### src/hdl/dfrc_pkg.sv
`timescale 1ns / 1ps

package dfrc_pkg;

   localparam int ROUNDS   = 16;
   localparam int KEY_W    = 48;
   localparam int HALF_W   = 32;
   localparam int ROUND_W  = $clog2(ROUNDS);

   localparam logic FUNC_KEY_WRITE = 1'b0;
   localparam logic FUNC_BLOCK     = 1'b1;

   typedef enum logic {
      ST_IDLE,
      ST_RUN
   } state_type;

   localparam logic [5:0] E_TAB [KEY_W] = '{
      6'd32, 6'd1,  6'd2,  6'd3,  6'd4,  6'd5,  6'd4,  6'd5,
      6'd6,  6'd7,  6'd8,  6'd9,  6'd8,  6'd9,  6'd10, 6'd11,
      6'd12, 6'd13, 6'd12, 6'd13, 6'd14, 6'd15, 6'd16, 6'd17,
      6'd16, 6'd17, 6'd18, 6'd19, 6'd20, 6'd21, 6'd20, 6'd21,
      6'd22, 6'd23, 6'd24, 6'd25, 6'd24, 6'd25, 6'd26, 6'd27,
      6'd28, 6'd29, 6'd28, 6'd29, 6'd30, 6'd31, 6'd32, 6'd1
   };

   localparam logic [5:0] P_TAB [HALF_W] = '{
      6'd16, 6'd7,  6'd20, 6'd21, 6'd29, 6'd12, 6'd28, 6'd17,
      6'd1,  6'd15, 6'd23, 6'd26, 6'd5,  6'd18, 6'd31, 6'd10,
      6'd2,  6'd8,  6'd24, 6'd14, 6'd32, 6'd27, 6'd3,  6'd9,
      6'd19, 6'd13, 6'd30, 6'd6,  6'd22, 6'd11, 6'd4,  6'd25
   };

   // rows of each box laid out one after another, index is row * 16 + col
   localparam logic [3:0] SBOX_TAB [8][64] = '{
      '{4'd14,4'd4,4'd13,4'd1,4'd2,4'd15,4'd11,4'd8,4'd3,4'd10,4'd6,4'd12,4'd5,4'd9,4'd0,4'd7,
        4'd0,4'd15,4'd7,4'd4,4'd14,4'd2,4'd13,4'd1,4'd10,4'd6,4'd12,4'd11,4'd9,4'd5,4'd3,4'd8,
        4'd4,4'd1,4'd14,4'd8,4'd13,4'd6,4'd2,4'd11,4'd15,4'd12,4'd9,4'd7,4'd3,4'd10,4'd5,4'd0,
        4'd15,4'd12,4'd8,4'd2,4'd4,4'd9,4'd1,4'd7,4'd5,4'd11,4'd3,4'd14,4'd10,4'd0,4'd6,4'd13},
      '{4'd15,4'd1,4'd8,4'd14,4'd6,4'd11,4'd3,4'd4,4'd9,4'd7,4'd2,4'd13,4'd12,4'd0,4'd5,4'd10,
        4'd3,4'd13,4'd4,4'd7,4'd15,4'd2,4'd8,4'd14,4'd12,4'd0,4'd1,4'd10,4'd6,4'd9,4'd11,4'd5,
        4'd0,4'd14,4'd7,4'd11,4'd10,4'd4,4'd13,4'd1,4'd5,4'd8,4'd12,4'd6,4'd9,4'd3,4'd2,4'd15,
        4'd13,4'd8,4'd10,4'd1,4'd3,4'd15,4'd4,4'd2,4'd11,4'd6,4'd7,4'd12,4'd0,4'd5,4'd14,4'd9},
      '{4'd10,4'd0,4'd9,4'd14,4'd6,4'd3,4'd15,4'd5,4'd1,4'd13,4'd12,4'd7,4'd11,4'd4,4'd2,4'd8,
        4'd13,4'd7,4'd0,4'd9,4'd3,4'd4,4'd6,4'd10,4'd2,4'd8,4'd5,4'd14,4'd12,4'd11,4'd15,4'd1,
        4'd13,4'd6,4'd4,4'd9,4'd8,4'd15,4'd3,4'd0,4'd11,4'd1,4'd2,4'd12,4'd5,4'd10,4'd14,4'd7,
        4'd1,4'd10,4'd13,4'd0,4'd6,4'd9,4'd8,4'd7,4'd4,4'd15,4'd14,4'd3,4'd11,4'd5,4'd2,4'd12},
      '{4'd7,4'd13,4'd14,4'd3,4'd0,4'd6,4'd9,4'd10,4'd1,4'd2,4'd8,4'd5,4'd11,4'd12,4'd4,4'd15,
        4'd13,4'd8,4'd11,4'd5,4'd6,4'd15,4'd0,4'd3,4'd4,4'd7,4'd2,4'd12,4'd1,4'd10,4'd14,4'd9,
        4'd10,4'd6,4'd9,4'd0,4'd12,4'd11,4'd7,4'd13,4'd15,4'd1,4'd3,4'd14,4'd5,4'd2,4'd8,4'd4,
        4'd3,4'd15,4'd0,4'd6,4'd10,4'd1,4'd13,4'd8,4'd9,4'd4,4'd5,4'd11,4'd12,4'd7,4'd2,4'd14},
      '{4'd2,4'd12,4'd4,4'd1,4'd7,4'd10,4'd11,4'd6,4'd8,4'd5,4'd3,4'd15,4'd13,4'd0,4'd14,4'd9,
        4'd14,4'd11,4'd2,4'd12,4'd4,4'd7,4'd13,4'd1,4'd5,4'd0,4'd15,4'd10,4'd3,4'd9,4'd8,4'd6,
        4'd4,4'd2,4'd1,4'd11,4'd10,4'd13,4'd7,4'd8,4'd15,4'd9,4'd12,4'd5,4'd6,4'd3,4'd0,4'd14,
        4'd11,4'd8,4'd12,4'd7,4'd1,4'd14,4'd2,4'd13,4'd6,4'd15,4'd0,4'd9,4'd10,4'd4,4'd5,4'd3},
      '{4'd12,4'd1,4'd10,4'd15,4'd9,4'd2,4'd6,4'd8,4'd0,4'd13,4'd3,4'd4,4'd14,4'd7,4'd5,4'd11,
        4'd10,4'd15,4'd4,4'd2,4'd7,4'd12,4'd9,4'd5,4'd6,4'd1,4'd13,4'd14,4'd0,4'd11,4'd3,4'd8,
        4'd9,4'd14,4'd15,4'd5,4'd2,4'd8,4'd12,4'd3,4'd7,4'd0,4'd4,4'd10,4'd1,4'd13,4'd11,4'd6,
        4'd4,4'd3,4'd2,4'd12,4'd9,4'd5,4'd15,4'd10,4'd11,4'd14,4'd1,4'd7,4'd6,4'd0,4'd8,4'd13},
      '{4'd4,4'd11,4'd2,4'd14,4'd15,4'd0,4'd8,4'd13,4'd3,4'd12,4'd9,4'd7,4'd5,4'd10,4'd6,4'd1,
        4'd13,4'd0,4'd11,4'd7,4'd4,4'd9,4'd1,4'd10,4'd14,4'd3,4'd5,4'd12,4'd2,4'd15,4'd8,4'd6,
        4'd1,4'd4,4'd11,4'd13,4'd12,4'd3,4'd7,4'd14,4'd10,4'd15,4'd6,4'd8,4'd0,4'd5,4'd9,4'd2,
        4'd6,4'd11,4'd13,4'd8,4'd1,4'd4,4'd10,4'd7,4'd9,4'd5,4'd0,4'd15,4'd14,4'd2,4'd3,4'd12},
      '{4'd13,4'd2,4'd8,4'd4,4'd6,4'd15,4'd11,4'd1,4'd10,4'd9,4'd3,4'd14,4'd5,4'd0,4'd12,4'd7,
        4'd1,4'd15,4'd13,4'd8,4'd10,4'd3,4'd7,4'd4,4'd12,4'd5,4'd6,4'd11,4'd0,4'd14,4'd9,4'd2,
        4'd7,4'd11,4'd4,4'd1,4'd9,4'd12,4'd14,4'd2,4'd0,4'd6,4'd10,4'd13,4'd15,4'd3,4'd5,4'd8,
        4'd2,4'd1,4'd14,4'd7,4'd4,4'd10,4'd8,4'd13,4'd15,4'd12,4'd9,4'd0,4'd3,4'd5,4'd6,4'd11}
   };

   function automatic logic [HALF_W-1:0] round_f(input logic [HALF_W-1:0] r,
                                                 input logic [KEY_W-1:0]  k);
      logic [KEY_W-1:0]  e;
      logic [KEY_W-1:0]  x;
      logic [HALF_W-1:0] s;
      logic [HALF_W-1:0] p;
      logic [5:0]        six;
      e = '0;
      s = '0;
      p = '0;
      for (int j = 0; j < KEY_W; j++) begin
         e[KEY_W-1-j] = r[5'(HALF_W - int'(E_TAB[j]))];
      end
      x = e ^ k;
      for (int g = 0; g < 8; g++) begin
         six = x[KEY_W-1-6*g -: 6];
         s[HALF_W-1-4*g -: 4] = SBOX_TAB[g][{six[5], six[0], six[4:1]}];
      end
      for (int i = 0; i < HALF_W; i++) begin
         p[HALF_W-1-i] = s[5'(HALF_W - int'(P_TAB[i]))];
      end
      return p;
   endfunction

endpackage

### src/hdl/des_feistel_round_core_unit.sv
`timescale 1ns / 1ps
// block word: 16 rounds, one round of the shared f unit per cycle, the last one held while
// a result waits; result registered on the last round; next word taken in the cycle after
// key write word: taken while idle, no result
// the result register lets a new word in while a result waits
// synchronous active-high reset clears control; round keys are undefined until written
module des_feistel_round_core_unit (
   input  logic                          clock,
   input  logic                          reset,
   input  logic                          req_valid,
   output logic                          req_stall,
   input  logic                          req_func,
   input  logic [3:0]                    req_key_index,
   input  logic [dfrc_pkg::KEY_W-1:0]    req_round_key,
   input  logic [dfrc_pkg::HALF_W-1:0]   req_left_in,
   input  logic [dfrc_pkg::HALF_W-1:0]   req_right_in,
   output logic                          rsp_valid,
   input  logic                          rsp_stall,
   output logic [dfrc_pkg::HALF_W-1:0]   rsp_left_out,
   output logic [dfrc_pkg::HALF_W-1:0]   rsp_right_out
);
   import dfrc_pkg::*;

   state_type            state_ff, state_in;
   logic [ROUND_W-1:0]   round_ff, round_in;
   logic [HALF_W-1:0]    left_ff, left_in;
   logic [HALF_W-1:0]    right_ff, right_in;
   logic                 rsp_valid_ff, rsp_valid_in;
   logic [HALF_W-1:0]    rsp_left_ff, rsp_left_in;
   logic [HALF_W-1:0]    rsp_right_ff, rsp_right_in;
   logic [KEY_W-1:0]     key_ff [ROUNDS];

   logic                 req_take;
   logic                 key_wr;
   logic                 blk_start;
   logic                 last_round;
   logic                 out_free;
   logic                 finish;
   logic                 step;
   logic [HALF_W-1:0]    f_out;

   assign req_take   = req_valid && !req_stall;
   assign key_wr     = req_take && (req_func == FUNC_KEY_WRITE);
   assign blk_start  = req_take && (req_func == FUNC_BLOCK);
   assign last_round = (round_ff == ROUND_W'(ROUNDS - 1));
   assign out_free   = !rsp_valid_ff || !rsp_stall;
   assign step       = (state_ff == ST_RUN) && (!last_round || out_free);
   assign finish     = step && last_round;

   // shared round unit
   assign f_out = round_f(right_ff, key_ff[round_ff]) ^ left_ff;

   // next state
   always_comb begin
      state_in = state_ff;
      case (state_ff)
         ST_IDLE: begin
            if (blk_start) state_in = ST_RUN;
         end
         ST_RUN: begin
            if (finish) state_in = ST_IDLE;
         end
         default: state_in = ST_IDLE;
      endcase
   end

   // outputs and datapath
   always_comb begin
      req_stall    = (state_ff != ST_IDLE);
      round_in     = round_ff;
      left_in      = left_ff;
      right_in     = right_ff;
      rsp_valid_in = rsp_valid_ff && rsp_stall;
      rsp_left_in  = rsp_left_ff;
      rsp_right_in = rsp_right_ff;
      case (state_ff)
         ST_IDLE: begin
            if (blk_start) begin
               round_in = '0;
               left_in  = req_left_in;
               right_in = req_right_in;
            end
         end
         ST_RUN: begin
            if (step) begin
               round_in = round_ff + 1'b1;
               left_in  = right_ff;
               right_in = f_out;
            end
            if (finish) begin
               rsp_valid_in = 1'b1;
               rsp_left_in  = f_out;
               rsp_right_in = right_ff;
            end
         end
         default: begin
            round_in = '0;
         end
      endcase
   end

   always_ff @(posedge clock) begin
      if (reset) begin
         state_ff     <= ST_IDLE;
         round_ff     <= '0;
         rsp_valid_ff <= 1'b0;
      end else begin
         state_ff     <= state_in;
         round_ff     <= round_in;
         rsp_valid_ff <= rsp_valid_in;
      end
   end

   always_ff @(posedge clock) begin
      left_ff      <= left_in;
      right_ff     <= right_in;
      rsp_left_ff  <= rsp_left_in;
      rsp_right_ff <= rsp_right_in;
      if (key_wr) begin
         key_ff[req_key_index] <= req_round_key;
      end
   end

   assign rsp_valid     = rsp_valid_ff;
   assign rsp_left_out  = rsp_left_ff;
   assign rsp_right_out = rsp_right_ff;

endmodule

### config.mk
export PLATFORM = sky130hd
export DESIGN_NAME = des_feistel_round_core_unit
export DESIGN_NICKNAME = d
export VERILOG_FILES = /design/src/hdl/dfrc_pkg.sv /design/src/hdl/des_feistel_round_core_unit.sv
export SDC_FILE = /design/constraint.sdc
export NUM_CORES = 1
export LEC_CHECK = 0
export ABC_AREA = 1
export BUFFER_PORTS_ARGS = -buffer_cell sky130_fd_sc_hd__buf_2
export CELL_PAD_IN_SITES_DETAIL_PLACEMENT = 1
export CELL_PAD_IN_SITES_GLOBAL_PLACEMENT = 2
export CORE_MARGIN = 5
export CORE_UTILIZATION = 39
export CTS_CLUSTER_DIAMETER = 100
export CTS_CLUSTER_SIZE = 16
export DETAILED_ROUTE_END_ITERATION = 8
export GPL_TIMING_DRIVEN = 0
export PLACE_DENSITY_LB_ADDON = 0.1
export SLEW_MARGIN = 20
export SYNTH_ARGS = -nofsm -noshare
export SYNTH_HDL_FRONTEND = slang
export SYNTH_SLANG_ARGS = --single-unit
### constraint.sdc
create_clock -name clock -period 3.9 [get_ports clock]
set_input_delay 0.585 -clock clock [delete_from_list [all_inputs] [get_ports clock]]
set_output_delay 0.585 -clock clock [all_outputs]
set_load 0.01 [all_outputs]
======== Word level (Yosys, flattened, before mapping) ========
Memory sizes are Yosys's and may differ from the RTL's. A register that Yosys moved wholly into a read port is not among the register bits.
Cells that the tools add are included.
Widths: inputs -> output; s select.
cells by class
  add/sub/neg operators ................... 1
  magnitude comparators ................... 4
  equality and inequality tests ........... 3
  multiplexer cells ....................... 26
  bitwise logic cells ..................... 8
  reduce and logical (&&, ||, !) cells .... 14
operator list
  operator             number
  $mux 32              4
  $pmux 32 s2          2
  $mux 4               12
  $xor 32x32->32       1
  $ge 7x7->1 const B   4
  $not 6->7            4
  $xor 24x24->24       1
  $pmux 4 s2           1
  $logic_and 1x1->1    6
  $mux 1               6
  $add 4x1->4 const B  1
  $eq 4x4->1 const B   1
  $logic_not 1->1      4
  $reduce_and 2->1     2
  $logic_or 1x1->1     2
  $ne 2x1->1 const B   1
  $ne 2x2->1 const B   1
  $not 1->1            2
  $pmux 1 s2           1
storage, ports and cells
  bits in registers ....................... 134
  RAM bits ................................ 768
  memory bits (read-only) ................. 1024
  input port bits ......................... 121
  logic and storage cells ................. 68
  memories kept ........................... 5
memories
  name              words  bits a word  read ports  clocked after Yosys merged registers in  wr ports  line                               RTL
  key_ff            16     48           1           1                                        1         des_feistel_round_core_unit.sv:31  logic [KEY_W-1:0] key_ff [ROUNDS];
  (name not given)  64     4            1           0                                        0         dfrc_pkg.sv:86                     s[HALF_W-1-4*g -: 4] = SBOX_TAB[g][{six[5], six[0], six[4:1]}];
  (name not given)  64     4            1           0                                        0         dfrc_pkg.sv:86
  (name not given)  64     4            1           0                                        0         dfrc_pkg.sv:86
  (name not given)  64     4            1           0                                        0         dfrc_pkg.sv:86

======== Depth between registers and ports, before layout ========
  depth after elaboration ................. 8
  gate-level depth with buffers ........... 25
  gate-level depth less buffers ........... 23

======== Worst setup path after synthesis ========
No wires, ideal clock.
  path type ............................... register to register
  start ................................... register round_ff[0]
  end ..................................... register rsp_left_ff[0], in the netlist rsp_left_out[0] (enable)
  arrival ................................. 2854 ps
  setup slack ............................. 592 ps
  cell stages (with the launch flop) ...... 6
  buffers on the path ..................... 0
  cells stage by stage .................... dfxtp_1 -> ha_1 -> inv_1 -> nor3_1 -> nand2_1 -> nor2_1
between the ends
  cells in the longest elaborated chain, start to end .. 6
ends and longest elaborated chain
  item                            line                                RTL
  start, declared                 des_feistel_round_core_unit.sv:25   logic [ROUND_W-1:0] round_ff, round_in;
  start signal, assigned          des_feistel_round_core_unit.sv:109  round_ff <= round_in;
  $eq 4x4->1 (*)                  des_feistel_round_core_unit.sv:45   assign last_round = (round_ff == ROUND_W'(ROUNDS - 1));
  $logic_not 1->1                 des_feistel_round_core_unit.sv:47   assign step = (state_ff == ST_RUN) && (!last_round || out_free);
  $logic_or 1x1->1                des_feistel_round_core_unit.sv:47
  $logic_and 1x1->1               des_feistel_round_core_unit.sv:47
  $logic_and 1x1->1 (*)           des_feistel_round_core_unit.sv:48   assign finish = step && last_round;
  $reduce_and 2->1 (no line) (*)  --
  end signal, assigned            des_feistel_round_core_unit.sv:117  rsp_left_ff <= rsp_left_in;
  end, declared                   des_feistel_round_core_unit.sv:29   logic [HALF_W-1:0] rsp_left_ff, rsp_left_in;
Mark *: on every way between the ends. The rest lies on a longest branch, timed or not.
A chain may end at the register's enable or synchronous reset.

==> impl_results.md <==
* Switch share at 28.76%
* DR vias at 15,202
* Clock-pin slew on the worst setup and hold paths at 0.08 ns
* FF+latch count, synth at 458
* Power per Cell Area at 453.2 nW/um2
* Global Route Usage Sum at 23.95%
* CTS root buf: clkbuf_16
* Largest net degree at the start of global routing at 34
* Hold Crit Class: input port to register
* Critical Path AT at 4.04 ns
* Comb pwr share at 17.1%
* Initial drt markers at 1,283
* Post-synth EDFFs at 448
* Total CTS buffers at 34
* Slew Viols, Final at 0
* Maxcap violations at 0
* Post-Synth XOR/XNOR Area at 0.7923%
* Multi-input gate area at 6140 um2
* Sequential fraction of design power at 51.7%
* Die Height at 240.3 um
* Cell variety after synth at 36
* Commonest non-fill, non-tap cell in the layout: nand2_1
* Psw at 0.003098 W
* Final ANT Viol Nets at 0
* # clock sinks at 458
* Syn Inst Count at 1,970
* Area Overhead vs Synth at 14.91%
* Drt drc at 0
* Synth async-reset ratio at 0%
* Post-CTS Setup Inserts at 0
* Critical Path End Type: register
* Worst reg2reg path depth at 17
* Cts hold-fix bufs at 0
* Mapped Avg Cell Area at 10.50 um2
* WL per Instance at 24.52 um
* Initial antenna violation count at 1
* CP max stage delay at 0.41 ns
* Skew final at 0.03305 ns
* Highest-count cells in the layout ignoring fill and taps: nand2_1, edfxtp_1, nand3_1
* First-pass GRT wire length at 101,200 um
* Top_reg_cell synth: edfxtp_1
* Unrepaired setup endpoints after global routing: no
* Detailed-router iteration count before antenna repair at 5
* FMAX at 268.7 MHz
* Initial Util at 39.37%
* Placed cell count at 2,820
* Largest area contributor in the netlist: edfxtp_1
* Later-pin clock latency in the skew report at 0.59 ns
* Vias per inst at 5.310
* Clk pwr share at 31.2%
* Gr ovfl total at 0
* Largest family of logic cells by synthesized area: simple AND/OR/NAND/NOR gates
* Place WS at -0.1272 ns
* Worst VDD drop at 0.3618 mV
* FILL cells at 5,821
* Post-layout nets at 2,311
* Synth Area in Simple Gates at 20.51%
* Crit path top cell by count: nand2_1
* Synth area leaders: edfxtp_1, nand2_1, nand3_1
* FF+latch area at 13,650 um2
* Crit-path max FO at 10
* Core area at 52,550 um2
* H-tree levels at 2
* Hold Violations, Final at 0
* Share of the synthesized area in the top cell type at 65.03%
* Num rows at 84
* Register area share after synthesis at 65.99%
* Cell area after synthesis at 20,690 um2
* Yosys warning count at 0
* Slew headroom at 35.52%
* CP Cell Sequence: inv_1 -> buf_2 -> buf_2 -> o21ai_0 -> o21ai_0 -> o21ai_1 -> o21ai_0 -> nand2_1 -> nand2_1 -> ha_1 -> inv_1 -> nand2_1 -> nand3_1 -> nand3_1 -> nand2_1 -> nand2_1 -> and2_1
* Post-synthesis compound-gate area fraction at 5.963%
* Post-DP HPWL at 48,400 um
* Max Root-Sink Buffers at 3
* Worst Path Required at 4.22 ns
* Tcrit/Tclk final at 95.43%
* Final worst path period need at 3.722 ns
* Synthesized-area fraction occupied by adder cells at 1.391%
* Slack of the critical path at 0.1780 ns
* Final Power at 0.01077 W
* I/O pins at 187
* Internal power at 0.007675 W
* DIE AREA at 57,750 um2
* P_leak at 9.298 nW
* Critical path class: register to register
* Gpl congestion at 0.8505
* Port-buffer cells at 128
* Max stage delay cell, worst path: o21ai_0
* Number of global-route vias before repair at 15,483
* Status: complete, no violations
* Reg-to-reg endpoint: rsp_left_out[27]
* Post-synthesis mux area share at 0%
* R2R setup slack at 0.18 ns
* DIE WIDTH at 240.3 um
* Total wire length at 70,210 um
* Worst setup path endpoint: rsp_left_out[27]
* Final setup vio count at 0
* Critical Path Source Type: register
* Layout cells sized above 1 at 14.54%
* Worst-margin pin slew at 0.9673 ns
* Post-route insts no fill at 2,863
* CTS tree: yes
[worst max-delay path: cells and delay by family, from the launching register on]
kind,cells,cell delay [ns]
compound gates,4,0.95
fa+ha+maj,1,0.31
buf+inv,4,0.81
flops,1,0.36
simple gates,8,1.06
[logic make-up after synthesis]
logic type	count (synthesis)
other cells	1
buf+inv	238
xor+xnor	11
compound gates	218
fa+ha+maj	23
flops	458
simple gates	1021
[layout make-up]
type | count | share of cell area, %
Clock buffer | 39 | 3.658
Tap cell | 688 | 3.621
Buffer | 99 | 2.574
Timing Repair Buffer | 147 | 4.421
Antenna cell | 1 | 0.01053
Clock inverter | 4 | 0.2789
Multi-Input combinational cell | 1289 | 25.83
Sequential cell | 458 | 57.43
Inverter | 138 | 2.179
[cell usage after synthesis (13+ instances only)]
cell type,instances
and2_1,13
nand3_1,247
o21ai_1,15
o21ai_0,132
clkbuf_1,19
o211ai_1,41
nor2_1,231
buf_4,34
ha_1,23
edfxtp_1,448
buf_2,35
nand2_1,507
a21oi_1,13
inv_1,130
[flip-flops by register name, indices dropped and copies added, names as in the netlist, named ones only]
signal	flops
key_ff	352
req_stall	1
right_ff	32
rsp_left_out	16
rsp_right_out	32
left_ff	16
round_ff	4
rsp_valid	1
[power by group through the flow]
| stage | Combinational, W | Sequential (W) | Clock (W) |
|---|---|---|---|
| finish | 0.00184 | 0.00557 | 0.00336 |
| detailed placement | 0.00184 | 0.00568 | 0 |
| global placement | 0.00178 | 0.00569 | 0 |
| global route | 0.00206 | 0.00558 | 0.00362 |
| floorplan | 0.00118 | 0.00566 | 0 |
| CTS | 0.00185 | 0.00557 | 0.00341 |
[per-layer routing]
metal	vias to the layer above	GRT usage, %	part of all wire, %
met5	-	0	0
met1	7650	31.85	43
li1	7078	-	-
met4	0	5.433	2.0
met2	393	41.77	50
met3	81	3.613	5.4
[through the flow]
stage	hold WS [ns]	cell area, um2	util (%)	TNS [ns]
CTS	0.1937	23750	45.19	0
finish	0.2197	23770	45.24	0
global placement	0.4026	22250	42.33	-289.60
detailed placement	0.4074	22790	43.37	-0.8021
global route	0.2123	23770	45.23	0
floorplan	0.4003	20740	-	0
[what timing repair did]
item                       in CTS  in global routing
setup endpoints to repair      19                 20
gates resized for setup         5                 21
pin swaps                       0                  0
[worst min-delay path by stage]
stage / from / cells past startpoint / end
finish: reset / 2 / req_stall
global route: reset / 2 / rsp_valid
CTS: reset / 2 / rsp_valid
detailed placement: right_ff[16] / 0 / rsp_right_out[16]
global placement: right_ff[26] / 0 / rsp_right_out[26]
floorplan: right_ff[16] / 0 / rsp_right_out[16]
Power figures use the tool's default switching activity.
